File: src/design/hcbp_pkg.sv
// hcbp_pkg: constants, request codes and shared types of the Huffman code bit packer.
// No dependencies; compiled first.
`timescale 1ns / 1ps

package hcbp_pkg;

    // Table geometry and code limits
    localparam int MAX_CODE_LEN = 32;
    localparam int SYMBOL_COUNT = 256;
    localparam int SYM_W        = 8;
    localparam int SYM_AW       = (SYMBOL_COUNT > 1) ? $clog2(SYMBOL_COUNT) : 1;
    localparam int LEN_W        = 6;
    localparam int CODE_W       = 32;
    localparam int BYTE_W       = 8;

    // Stored length is capped at the code limit and at the code field width
    localparam int LEN_CAP      = (MAX_CODE_LEN < CODE_W) ? MAX_CODE_LEN : CODE_W;

    // Accumulator: up to 7 pending bits plus one full code
    localparam int ACC_W        = (BYTE_W - 1) + CODE_W;

    // Request codes
    localparam logic [1:0] REQ_LOAD   = 2'd0;
    localparam logic [1:0] REQ_ENCODE = 2'd1;
    localparam logic [1:0] REQ_FLUSH  = 2'd2;

    // One code table entry
    typedef struct packed {
        logic [LEN_W-1:0]  len;
        logic [CODE_W-1:0] code;
    } hcbp_entry_t;

    // Item handed from the request decode to the packer stage
    typedef struct packed {
        logic valid;
        logic flush;
    } hcbp_issue_t;

endpackage

File: src/design/hcbp_if.sv


interface hcbp_byte_if;
    import hcbp_pkg::*;

    logic              valid;
    logic              ready;
    logic [BYTE_W-1:0] packed_byte;
    logic              last_of_run;
    logic              padded;

    modport source (output valid, output packed_byte, output last_of_run, output padded,
                    input ready);
    modport sink   (input valid, input packed_byte, input last_of_run, input padded,
                    output ready);
endinterface

File: src/design/hcbp_packer.sv
// hcbp_packer: table-read stage, bit accumulator and output byte register.
// Uses hcbp_pkg and hcbp_byte_if; takes table read data from hcbp_table.
`timescale 1ns / 1ps

module hcbp_packer (
    input  logic                  clk,
    input  logic                  rst_n,
    input  hcbp_pkg::hcbp_issue_t issue,
    input  hcbp_pkg::hcbp_entry_t entry,
    output logic                  ready,
    hcbp_byte_if.source           res
);
    import hcbp_pkg::*;

    // Read stage: item waiting on the table read data
    logic              s1_valid_reg, s1_valid_next;
    logic              s1_flush_reg, s1_flush_next;

    // Accumulator: acc holds left bits, earliest bit at bit 0
    logic [ACC_W-1:0]  acc_reg, acc_next;
    logic [LEN_W-1:0]  left_reg, left_next;
    logic              emitting_reg, emitting_next;
    logic              flush_reg, flush_next;

    // Output register
    logic              out_valid_reg, out_valid_next;
    logic [BYTE_W-1:0] out_byte_reg, out_byte_next;
    logic              out_last_reg, out_last_next;
    logic              out_pad_reg, out_pad_next;

    logic              out_free;
    logic              emit_fire;
    logic              emit_last;
    logic              s1_take;
    logic [ACC_W-1:0]  base_acc;
    logic [LEN_W-1:0]  base_left;

    assign out_free  = !out_valid_reg || res.ready;
    assign emit_fire = emitting_reg && out_free;
    assign emit_last = flush_reg || (left_reg < LEN_W'(2 * BYTE_W));
    assign s1_take   = s1_valid_reg && (!emitting_reg || (emit_fire && emit_last));
    assign ready     = !s1_valid_reg || s1_take;

    // Read stage control
    always_comb
    begin
        s1_valid_next = s1_valid_reg;
        s1_flush_next = s1_flush_reg;
        if (ready)
        begin
            s1_valid_next = issue.valid;
            s1_flush_next = issue.flush;
        end
    end

    // Accumulator after this cycle's emission
    always_comb
    begin
        base_acc  = acc_reg;
        base_left = left_reg;
        if (emit_fire)
        begin
            if (flush_reg)
            begin
                base_acc  = '0;
                base_left = '0;
            end
            else
            begin
                base_acc  = acc_reg >> BYTE_W;
                base_left = LEN_W'(left_reg - LEN_W'(BYTE_W));
            end
        end
    end

    // Merge a new item into the accumulator
    always_comb
    begin
        acc_next      = base_acc;
        left_next     = base_left;
        flush_next    = flush_reg;
        emitting_next = emitting_reg && !(emit_fire && emit_last);
        if (s1_take)
        begin
            if (s1_flush_reg)
            begin
                flush_next    = 1'b1;
                emitting_next = (base_left != '0);
            end
            else
            begin
                acc_next      = base_acc | (ACC_W'(entry.code) << base_left[2:0]);
                left_next     = LEN_W'(base_left + entry.len);
                flush_next    = 1'b0;
                emitting_next = (left_next >= LEN_W'(BYTE_W));
            end
        end
    end

    // Output register
    always_comb
    begin
        out_valid_next = out_valid_reg;
        out_byte_next  = out_byte_reg;
        out_last_next  = out_last_reg;
        out_pad_next   = out_pad_reg;
        if (emit_fire)
        begin
            out_valid_next = 1'b1;
            out_byte_next  = acc_reg[BYTE_W-1:0];
            out_last_next  = emit_last;
            out_pad_next   = flush_reg;
        end
        else if (res.ready)
        begin
            out_valid_next = 1'b0;
        end
    end

    always_ff @(posedge clk or negedge rst_n)
    begin
        if (!rst_n)
        begin
            s1_valid_reg  <= 1'b0;
            s1_flush_reg  <= 1'b0;
            acc_reg       <= '0;
            left_reg      <= '0;
            emitting_reg  <= 1'b0;
            flush_reg     <= 1'b0;
            out_valid_reg <= 1'b0;
        end
        else
        begin
            s1_valid_reg  <= s1_valid_next;
            s1_flush_reg  <= s1_flush_next;
            acc_reg       <= acc_next;
            left_reg      <= left_next;
            emitting_reg  <= emitting_next;
            flush_reg     <= flush_next;
            out_valid_reg <= out_valid_next;
        end
    end

    always_ff @(posedge clk)
    begin
        out_byte_reg <= out_byte_next;
        out_last_reg <= out_last_next;
        out_pad_reg  <= out_pad_next;
    end

    assign res.valid       = out_valid_reg;
    assign res.packed_byte = out_byte_reg;
    assign res.last_of_run = out_last_reg;
    assign res.padded      = out_pad_reg;

    // Idle accumulator holds only a partial byte
    a_idle_partial: assert property (@(posedge clk) disable iff (!rst_n)
        !emitting_reg |-> left_reg < LEN_W'(BYTE_W))
        else $error("partial byte overflow while idle");

    // Emission only with a full byte, or a non-empty partial byte on flush
    a_emit_amount: assert property (@(posedge clk) disable iff (!rst_n)
        emitting_reg |-> (flush_reg ? (left_reg != '0) : (left_reg >= LEN_W'(BYTE_W))))
        else $error("emission without enough bits");

    // Bits above the live count are always zero, so padding is clean
    a_acc_clean: assert property (@(posedge clk) disable iff (!rst_n)
        (acc_reg >> left_reg) == '0)
        else $error("stray accumulator bits above count");

    // A padded byte always closes its run
    a_pad_last: assert property (@(posedge clk) disable iff (!rst_n)
        out_valid_reg && out_pad_reg |-> out_last_reg)
        else $error("padded byte not marked last");

    // A stalled read stage keeps its item
    a_s1_hold: assert property (@(posedge clk) disable iff (!rst_n)
        s1_valid_reg && !s1_take |=> s1_valid_reg && $stable(s1_flush_reg))
        else $error("read stage item lost");

endmodule

File: src/flat_wrapper.sv
// flat-port wrapper written by rule: the top's interface ports become plain ports
module hcbp_packer_flat import hcbp_pkg::*;
  (clk, rst_n, issue, entry, ready, res_valid, res_packed_byte, res_last_of_run, res_padded, res_ready);
  hcbp_byte_if res_i ();
  input  logic clk;
  input  logic rst_n;
  input  hcbp_pkg::hcbp_issue_t issue;
  input  hcbp_pkg::hcbp_entry_t entry;
  output logic ready;
  output wire logic [$bits(res_i.valid)-1:0] res_valid;
  output wire logic [$bits(res_i.packed_byte)-1:0] res_packed_byte;
  output wire logic [$bits(res_i.last_of_run)-1:0] res_last_of_run;
  output wire logic [$bits(res_i.padded)-1:0] res_padded;
  input wire logic [$bits(res_i.ready)-1:0] res_ready;
  assign res_valid = res_i.valid;
  assign res_packed_byte = res_i.packed_byte;
  assign res_last_of_run = res_i.last_of_run;
  assign res_padded = res_i.padded;
  assign res_i.ready = res_ready;
  hcbp_packer u_core (.clk(clk), .rst_n(rst_n), .issue(issue), .entry(entry), .ready(ready), .res(res_i));
endmodule
File: config.mk
export PLATFORM = sky130hd
export DESIGN_NAME = hcbp_packer_flat
export DESIGN_NICKNAME = d
export VERILOG_FILES = /design/src/design/hcbp_pkg.sv /design/src/design/hcbp_if.sv /design/src/design/hcbp_packer.sv /design/src/flat_wrapper.sv
export SDC_FILE = /design/constraint.sdc
export NUM_CORES = 1
export LEC_CHECK = 0
export BUFFER_PORTS_ARGS = -buffer_cell sky130_fd_sc_hd__buf_2
export CELL_PAD_IN_SITES_DETAIL_PLACEMENT = 1
export CELL_PAD_IN_SITES_GLOBAL_PLACEMENT = 1
export CORE_MARGIN = 4
export CORE_UTILIZATION = 44
export DETAILED_ROUTE_END_ITERATION = 8
export PLACE_DENSITY_LB_ADDON = 0.1
export SLEW_MARGIN = 5
export SYNTH_ARGS = -nofsm -noshare
export SYNTH_HDL_FRONTEND = slang
export SYNTH_SLANG_ARGS = --single-unit
File: constraint.sdc
create_clock -name clk -period 3.2 [get_ports clk]
set_input_delay 0.64 -clock clk [delete_from_list [all_inputs] [get_ports clk]]
set_output_delay 0.64 -clock clk [all_outputs]
set_load 0.05 [all_outputs]
After elaboration in Yosys (flattened, before gate mapping)
Index checks and enable logic that the tools add are counted.

Logic and storage cells: 43. Flip-flop bits (word level): 60. Output and inout port bits: 12. Input port bits: 43.

Reduce and logical (&&, ||, !) cells: 14. Shifts and indexed selects: 1. Mux-type cells: 13. Bitwise gates (word level): 1. Add/sub/neg operators: 2. $lt $le $gt $ge: 2.

Operators by type and width (number): 39-bit two-way mux (3); 39-bit OR (1); 32-bit by 3-bit << shifter with 39-bit output (1); 31-bit two-way mux (1); 6-bit two-way mux (4); 6-bit adder (1); 6-bit by 4-bit greater-or-equal comparator with 1-bit output, second input constant (1); 6-bit by 5-bit less-than comparator with 1-bit output, second input constant (1); 6-bit nonzero test (1); 6-bit by 4-bit subtractor with 6-bit output, second input constant (1); 1-bit two-way mux (5); 1-bit logical AND (4); 1-bit logical NOT (4); 1-bit logical OR (4); 2-bit nonzero test (1).

Longest topological paths before layout
Word-level depth: 8. Depth in mapped cells: 13. Depth with buffers taken out: 11.

Worst setup path before layout
OpenSTA, ideal clock, no wires.

Path type: register -> register. From: register u_core.out_valid_reg, in the netlist u_core.res.valid. To: register u_core.emitting_reg. Period minus slack after synthesis: 2.926 ns. Data required time: 3.061 ns. Stages on the path, launching flop included: 13. Setup time: 0.139 ns. Setup slack: 0.274 ns. Data arrival time: 2.787 ns. Buffers on the path: 2. Cell sequence: dfrtp_1 and2b_4 o21ai_4 inv_2 buf_2 buf_2 ha_1 fa_1 a21o_1 a21oi_1 xnor2_1 o21ai_0 o2111ai_1.

Word-level cells in the longest chain between the ends: 8. Elaborated cells between the ends (all ways): 14. Classes of those cells: add/sub (1); order compare (1); mux (3); reduce/logical (9).

Ends and longest elaborated chain: from (decl) (RTL line hcbp_packer.sv:26) `logic out_valid_reg, out_valid_next;`; from (signal assigned) (RTL line hcbp_packer.sv:140) `out_valid_reg <= out_valid_next;`; 1-bit logical NOT * (RTL line hcbp_packer.sv:38) `assign out_free = !out_valid_reg || res.ready;`; 1-bit logical OR * (RTL line hcbp_packer.sv:38); 1-bit logical AND * (RTL line hcbp_packer.sv:39) `assign emit_fire = emitting_reg && out_free;`; 6-bit two-way mux (RTL line hcbp_packer.sv:61) `if (emit_fire)`; 6-bit adder (RTL line hcbp_packer.sv:93) `left_next = LEN_W'(base_left + entry.len);`; 6-bit by 4-bit greater-or-equal comparator with 1-bit output (RTL line hcbp_packer.sv:95) `emitting_next = (left_next >= LEN_W'(BYTE_W));`; 1-bit two-way mux (RTL line hcbp_packer.sv:85) `if (s1_flush_reg)`; 1-bit two-way mux * (RTL line hcbp_packer.sv:83) `if (s1_take)`; via u_core.emitting_next (RTL line hcbp_packer.sv:22) `logic emitting_reg, emitting_next;`; to (signal assigned) (RTL line hcbp_packer.sv:138) `emitting_reg <= emitting_next;`; to (decl) (RTL line hcbp_packer.sv:22).

The timed path passes the listed nets; every way through them passes the cells marked *. A chain may end at the register's enable or synchronous reset.

Final worst setup path
From: register u_core.flush_reg. To: register u_core.emitting_reg.

Word-level cells in the longest chain between the ends: 6. Elaborated cells between the ends (all ways): 13. Classes of those cells: add/sub (1); order compare (1); mux (4); reduce/logical (7).

Ends and longest elaborated chain: from (decl) (RTL line hcbp_packer.sv:23) `logic flush_reg, flush_next;`; from (signal assigned) (RTL line hcbp_packer.sv:139) `flush_reg <= flush_next;`; 6-bit two-way mux (RTL line hcbp_packer.sv:63) `if (flush_reg)`; 6-bit two-way mux (RTL line hcbp_packer.sv:61); 6-bit adder (RTL line hcbp_packer.sv:93); 6-bit by 4-bit greater-or-equal comparator with 1-bit output (RTL line hcbp_packer.sv:95); 1-bit two-way mux (RTL line hcbp_packer.sv:85); 1-bit two-way mux * (RTL line hcbp_packer.sv:83); via u_core.emitting_next (RTL line hcbp_packer.sv:22).

Marks and branches as above.

==> flow_summary.ini <==
[outcome]
status = complete, no violations

[timing]
maxSlewHeadroom = 0.5237
slew_of_the_pin_with_the_lowest_slew_margin_ns = 0.7144
achievable-frequency_mhz = 370.7
fin_worst_skew_ns = 0.008671
layout_min_cycle_time_ns = 2.697
timing.final.max_slew_violations = 0
timing_hold_violations_final = 0
final.setup.worst_slack_ns = 0.5027
timing.final.setup_violations = 0
final_min_period_over_clock_period = 0.8429
setup_repair_after_global_routing_missed_its_margin = no
setup_total_negative_slack_ns = 0

[clock_tree]
clock_latency_ns = 0.34
cts_buffer_count = 9
cts_htree_levels = 3
cts_tree = built
cts.clk_slew.worst_paths_ns = 0.08
tritoncts_num_sinks = 60
post_cts_resized = 0
clk_path_buf_depth = 2
cts_root_buffer = clkbuf_8
ctsHoldBuffers = 0
cts_post_setup_buffers_inserted = 0

[placed_design]
gpl.final_weighted_congestion = 0.8805
post-dp-hpwl_um = 9271
dpl.cell_count = 605
placement.setup.worst_slack_ns = 0.3555
port_buffers = 54

[yosys]
mean_instance_size_in_the_synthesized_netlist_sq_um = 8.718
synthesized_netlist_cell_count = 466
synth_cell_types = 54
share_of_the_yosys_chip_area_belonging_to_registers = 0.3819
synth_enable_flop_cells = 10
async_flop_share = 0.8333
post_synth_instance_area_sq_um = 4063
yosys_warnings = 0
dominantRegCellSynth = dfrtp_1
synth_nets = 516
register_bit_count_reported_by_yosys = 60

[finish]
layout-drive-gt1-share = 0.2008
area_taken_by_multi_input_logic_gates_sq_um = 2321
final-instance-count-excl-fill = 621
largest_register_ffs = 39
mostFrequentLayoutCells = a21oi_1 (57), buf_2 (54), dfrtp_1 (50), nand2_1 (47), a211oi_1 (45)
most_frequent_standard_cell_in_the_layout_excluding_fill_and_tap_cells = a21oi_1
utilization = 0.5270
antenna_cells = 0
flow.area_growth_from_synthesis_pct = 14.78
finish.net_count = 558
fillerInstances = 1073
final-seq-area_sq_um = 1551

[drt]
routedWlPerCell_um = 20.85
via_cell_ratio = 6.274
detailedRoute.firstPassIterationCount = 4
detailedRoute.firstIterationViolations = 248
route.vias.total = 3896
drt_wl_total_um = 12950
detail_route.drc_violations = 0
detail-route-antenna-nets = 0

[power_and_ir_drop]
p_switching_uw = 2156
power_per_cell_area_nw_per_um2 = 993.5
p_int_uw = 2477
vdd_drop_max_uv = 338.0
fraction_of_power_consumed_by_the_clock_network = 0.181
sw_frac_of_total = 0.4654
finalPower_uw = 4633
comb_power_share = 0.540
total_leakage_power_uw = 0.001931
pwr-share-seq = 0.279

[grt]
antenna_found_initial = 0
grt_max_degree = 72
grt_util_all_layers = 0.2431
grt_residual_overflow = 0
grt_pass1_vias = 4036
grt_pass1_wl_um = 21400

[worst_setup_path]
setup.worst_path.end_class = flop
crit_path_start_kind = flop
critical_path.max_stage_delay_ns = 0.51
critical_path.cell_chain = nand2_2 > o21ai_1 > inv_1 > ha_1 > a211oi_1 > o21bai_1 > a21oi_1 > xnor3_1 > o2111ai_1
worst-endpoint-arrival_ns = 2.94
critPathMaxFanout = 10
worst_ep_required_time_ns = 3.44
crit_slowest_cell = dfrtp_1
worstSetupPathType = reg2reg

[floorplanning]
core_box_area_sq_um = 8848
ios = 55
row_count = 34
die_w_um = 104.1
die_area_sq_um = 10830
die_h_um = 104.1
initial_core_util = 0.4591

[min_path]
worst_hold_path_type = in2async

[job]
cap_violations = 0
through the flow:
step | hold WS (ns) | cell area (sq um)
floorplan | 0.3444 | 4063
global placement | 0.4342 | 4424
detailed placement | 0.4401 | 4424
CTS | 0.3502 | 4663
global route | 0.3852 | 4663
finish | 0.3295 | 4663
Yosys cell counts, drive strengths merged, types with 2 or more instances:
| cell | count | share of area |
|---|---|---|
| a211oi | 45 | 0.083 |
| ha | 6 | 0.018 |
| or3 | 38 | 0.059 |
| xnor2 | 2 | 0.0043 |
| a21oi | 58 | 0.072 |
| o21bai | 2 | 0.0037 |
| edfxtp | 10 | 0.074 |
| nor3 | 4 | 0.0049 |
| clkbuf | 21 | 0.019 |
| mux2 | 7 | 0.019 |
| nor2 | 12 | 0.011 |
| mux2i | 6 | 0.015 |
| a221oi | 3 | 0.0080 |
| dfrtp | 50 | 0.31 |
| nor2b | 3 | 0.0046 |
| xor2 | 2 | 0.0043 |
| nand3 | 22 | 0.027 |
| buf | 17 | 0.021 |
| o21ai | 22 | 0.030 |
| a211o | 2 | 0.0043 |
| nand2 | 49 | 0.046 |
| and2 | 3 | 0.0046 |
| nand2b | 8 | 0.012 |
| nor3b | 31 | 0.057 |
| inv | 9 | 0.0083 |
| o211ai | 8 | 0.015 |
| a21o | 3 | 0.0055 |
| o221ai | 3 | 0.0065 |
| a221o | 2 | 0.0049 |
| a41o | 2 | 0.0049 |
metal layers:
metal | track usage | part of all wire | vias up
li1 | - | - | 1832
met1 | 0.3336 | 0.47 | 1933
met2 | 0.3844 | 0.46 | 111
met3 | 0.04780 | 0.052 | 20
met4 | 0.08357 | 0.019 | 0
met5 | 0 | 0 | -
path summary, 6_finish.rpt:
kind	start	end	slack (ns)	cells past startpoint
min in group clk	u_core.acc_reg[7]$_DFF_PN0_	u_core.res.packed_byte[7]$_DFFE_PN_	0.45	0
hold reg to reg	u_core.acc_reg[7]$_DFF_PN0_	u_core.res.packed_byte[7]$_DFFE_PN_	0.45	0
max in group asynchronous	rst_n	u_core.acc_reg[6]$_DFF_PN0_	2.22	2
hold / removal	rst_n	u_core.s1_valid_reg$_DFFE_PN0P_	0.33	1
setup reg to reg	u_core.flush_reg$_DFFE_PN0P_	u_core.emitting_reg$_DFF_PN0_	0.50	9
setup / recovery	u_core.flush_reg$_DFFE_PN0P_	u_core.emitting_reg$_DFF_PN0_	0.50	9
cell type report:
class / instances / area share
Clock buffer: 9 / 0.02656
Inverter: 9 / 0.007244
Sequential cell: 60 / 0.3327
Timing Repair Buffer: 69 / 0.08210
Tap cell: 108 / 0.02898
Multi-Input combinational cell: 359 / 0.4977
Clock inverter: 7 / 0.02468
worst max-delay path: cells and delay by family, from the launching register on:
kind | cells | cell delay [ns]
buffers and inverters | 1 | 0.18
AND/OR/NAND/NOR | 1 | 0.17
XOR/XNOR | 1 | 0.26
adder cells (fa/ha/maj) | 1 | 0.26
AO/OA/AOI/OAI | 5 | 1.22
flip-flops | 1 | 0.51
power groups by stage:
stage / clock network (uW) / registers (uW) / logic, uW
after floorplan: 0 / 1410 / 1690
after global placement: 0 / 1290 / 2400
after detailed placement: 0 / 1300 / 2470
after CTS: 850 / 1290 / 2500
after global routing: 882 / 1320 / 2760
final: 839 / 1290 / 2500
kinds of logic after synthesis:
| kind of cell | count (synthesis) | synth area share |
|---|---|---|
| AND/OR/NAND/NOR | 171 | 0.2288 |
| AO/OA/AOI/OAI | 162 | 0.2636 |
| flip-flops | 60 | 0.3819 |
| buffers and inverters | 47 | 0.04836 |
| multiplexers | 14 | 0.03973 |
| adder cells (fa/ha/maj) | 7 | 0.02341 |
| XOR/XNOR | 5 | 0.01417 |
Note: power is estimated with default switching activity, not from simulation.
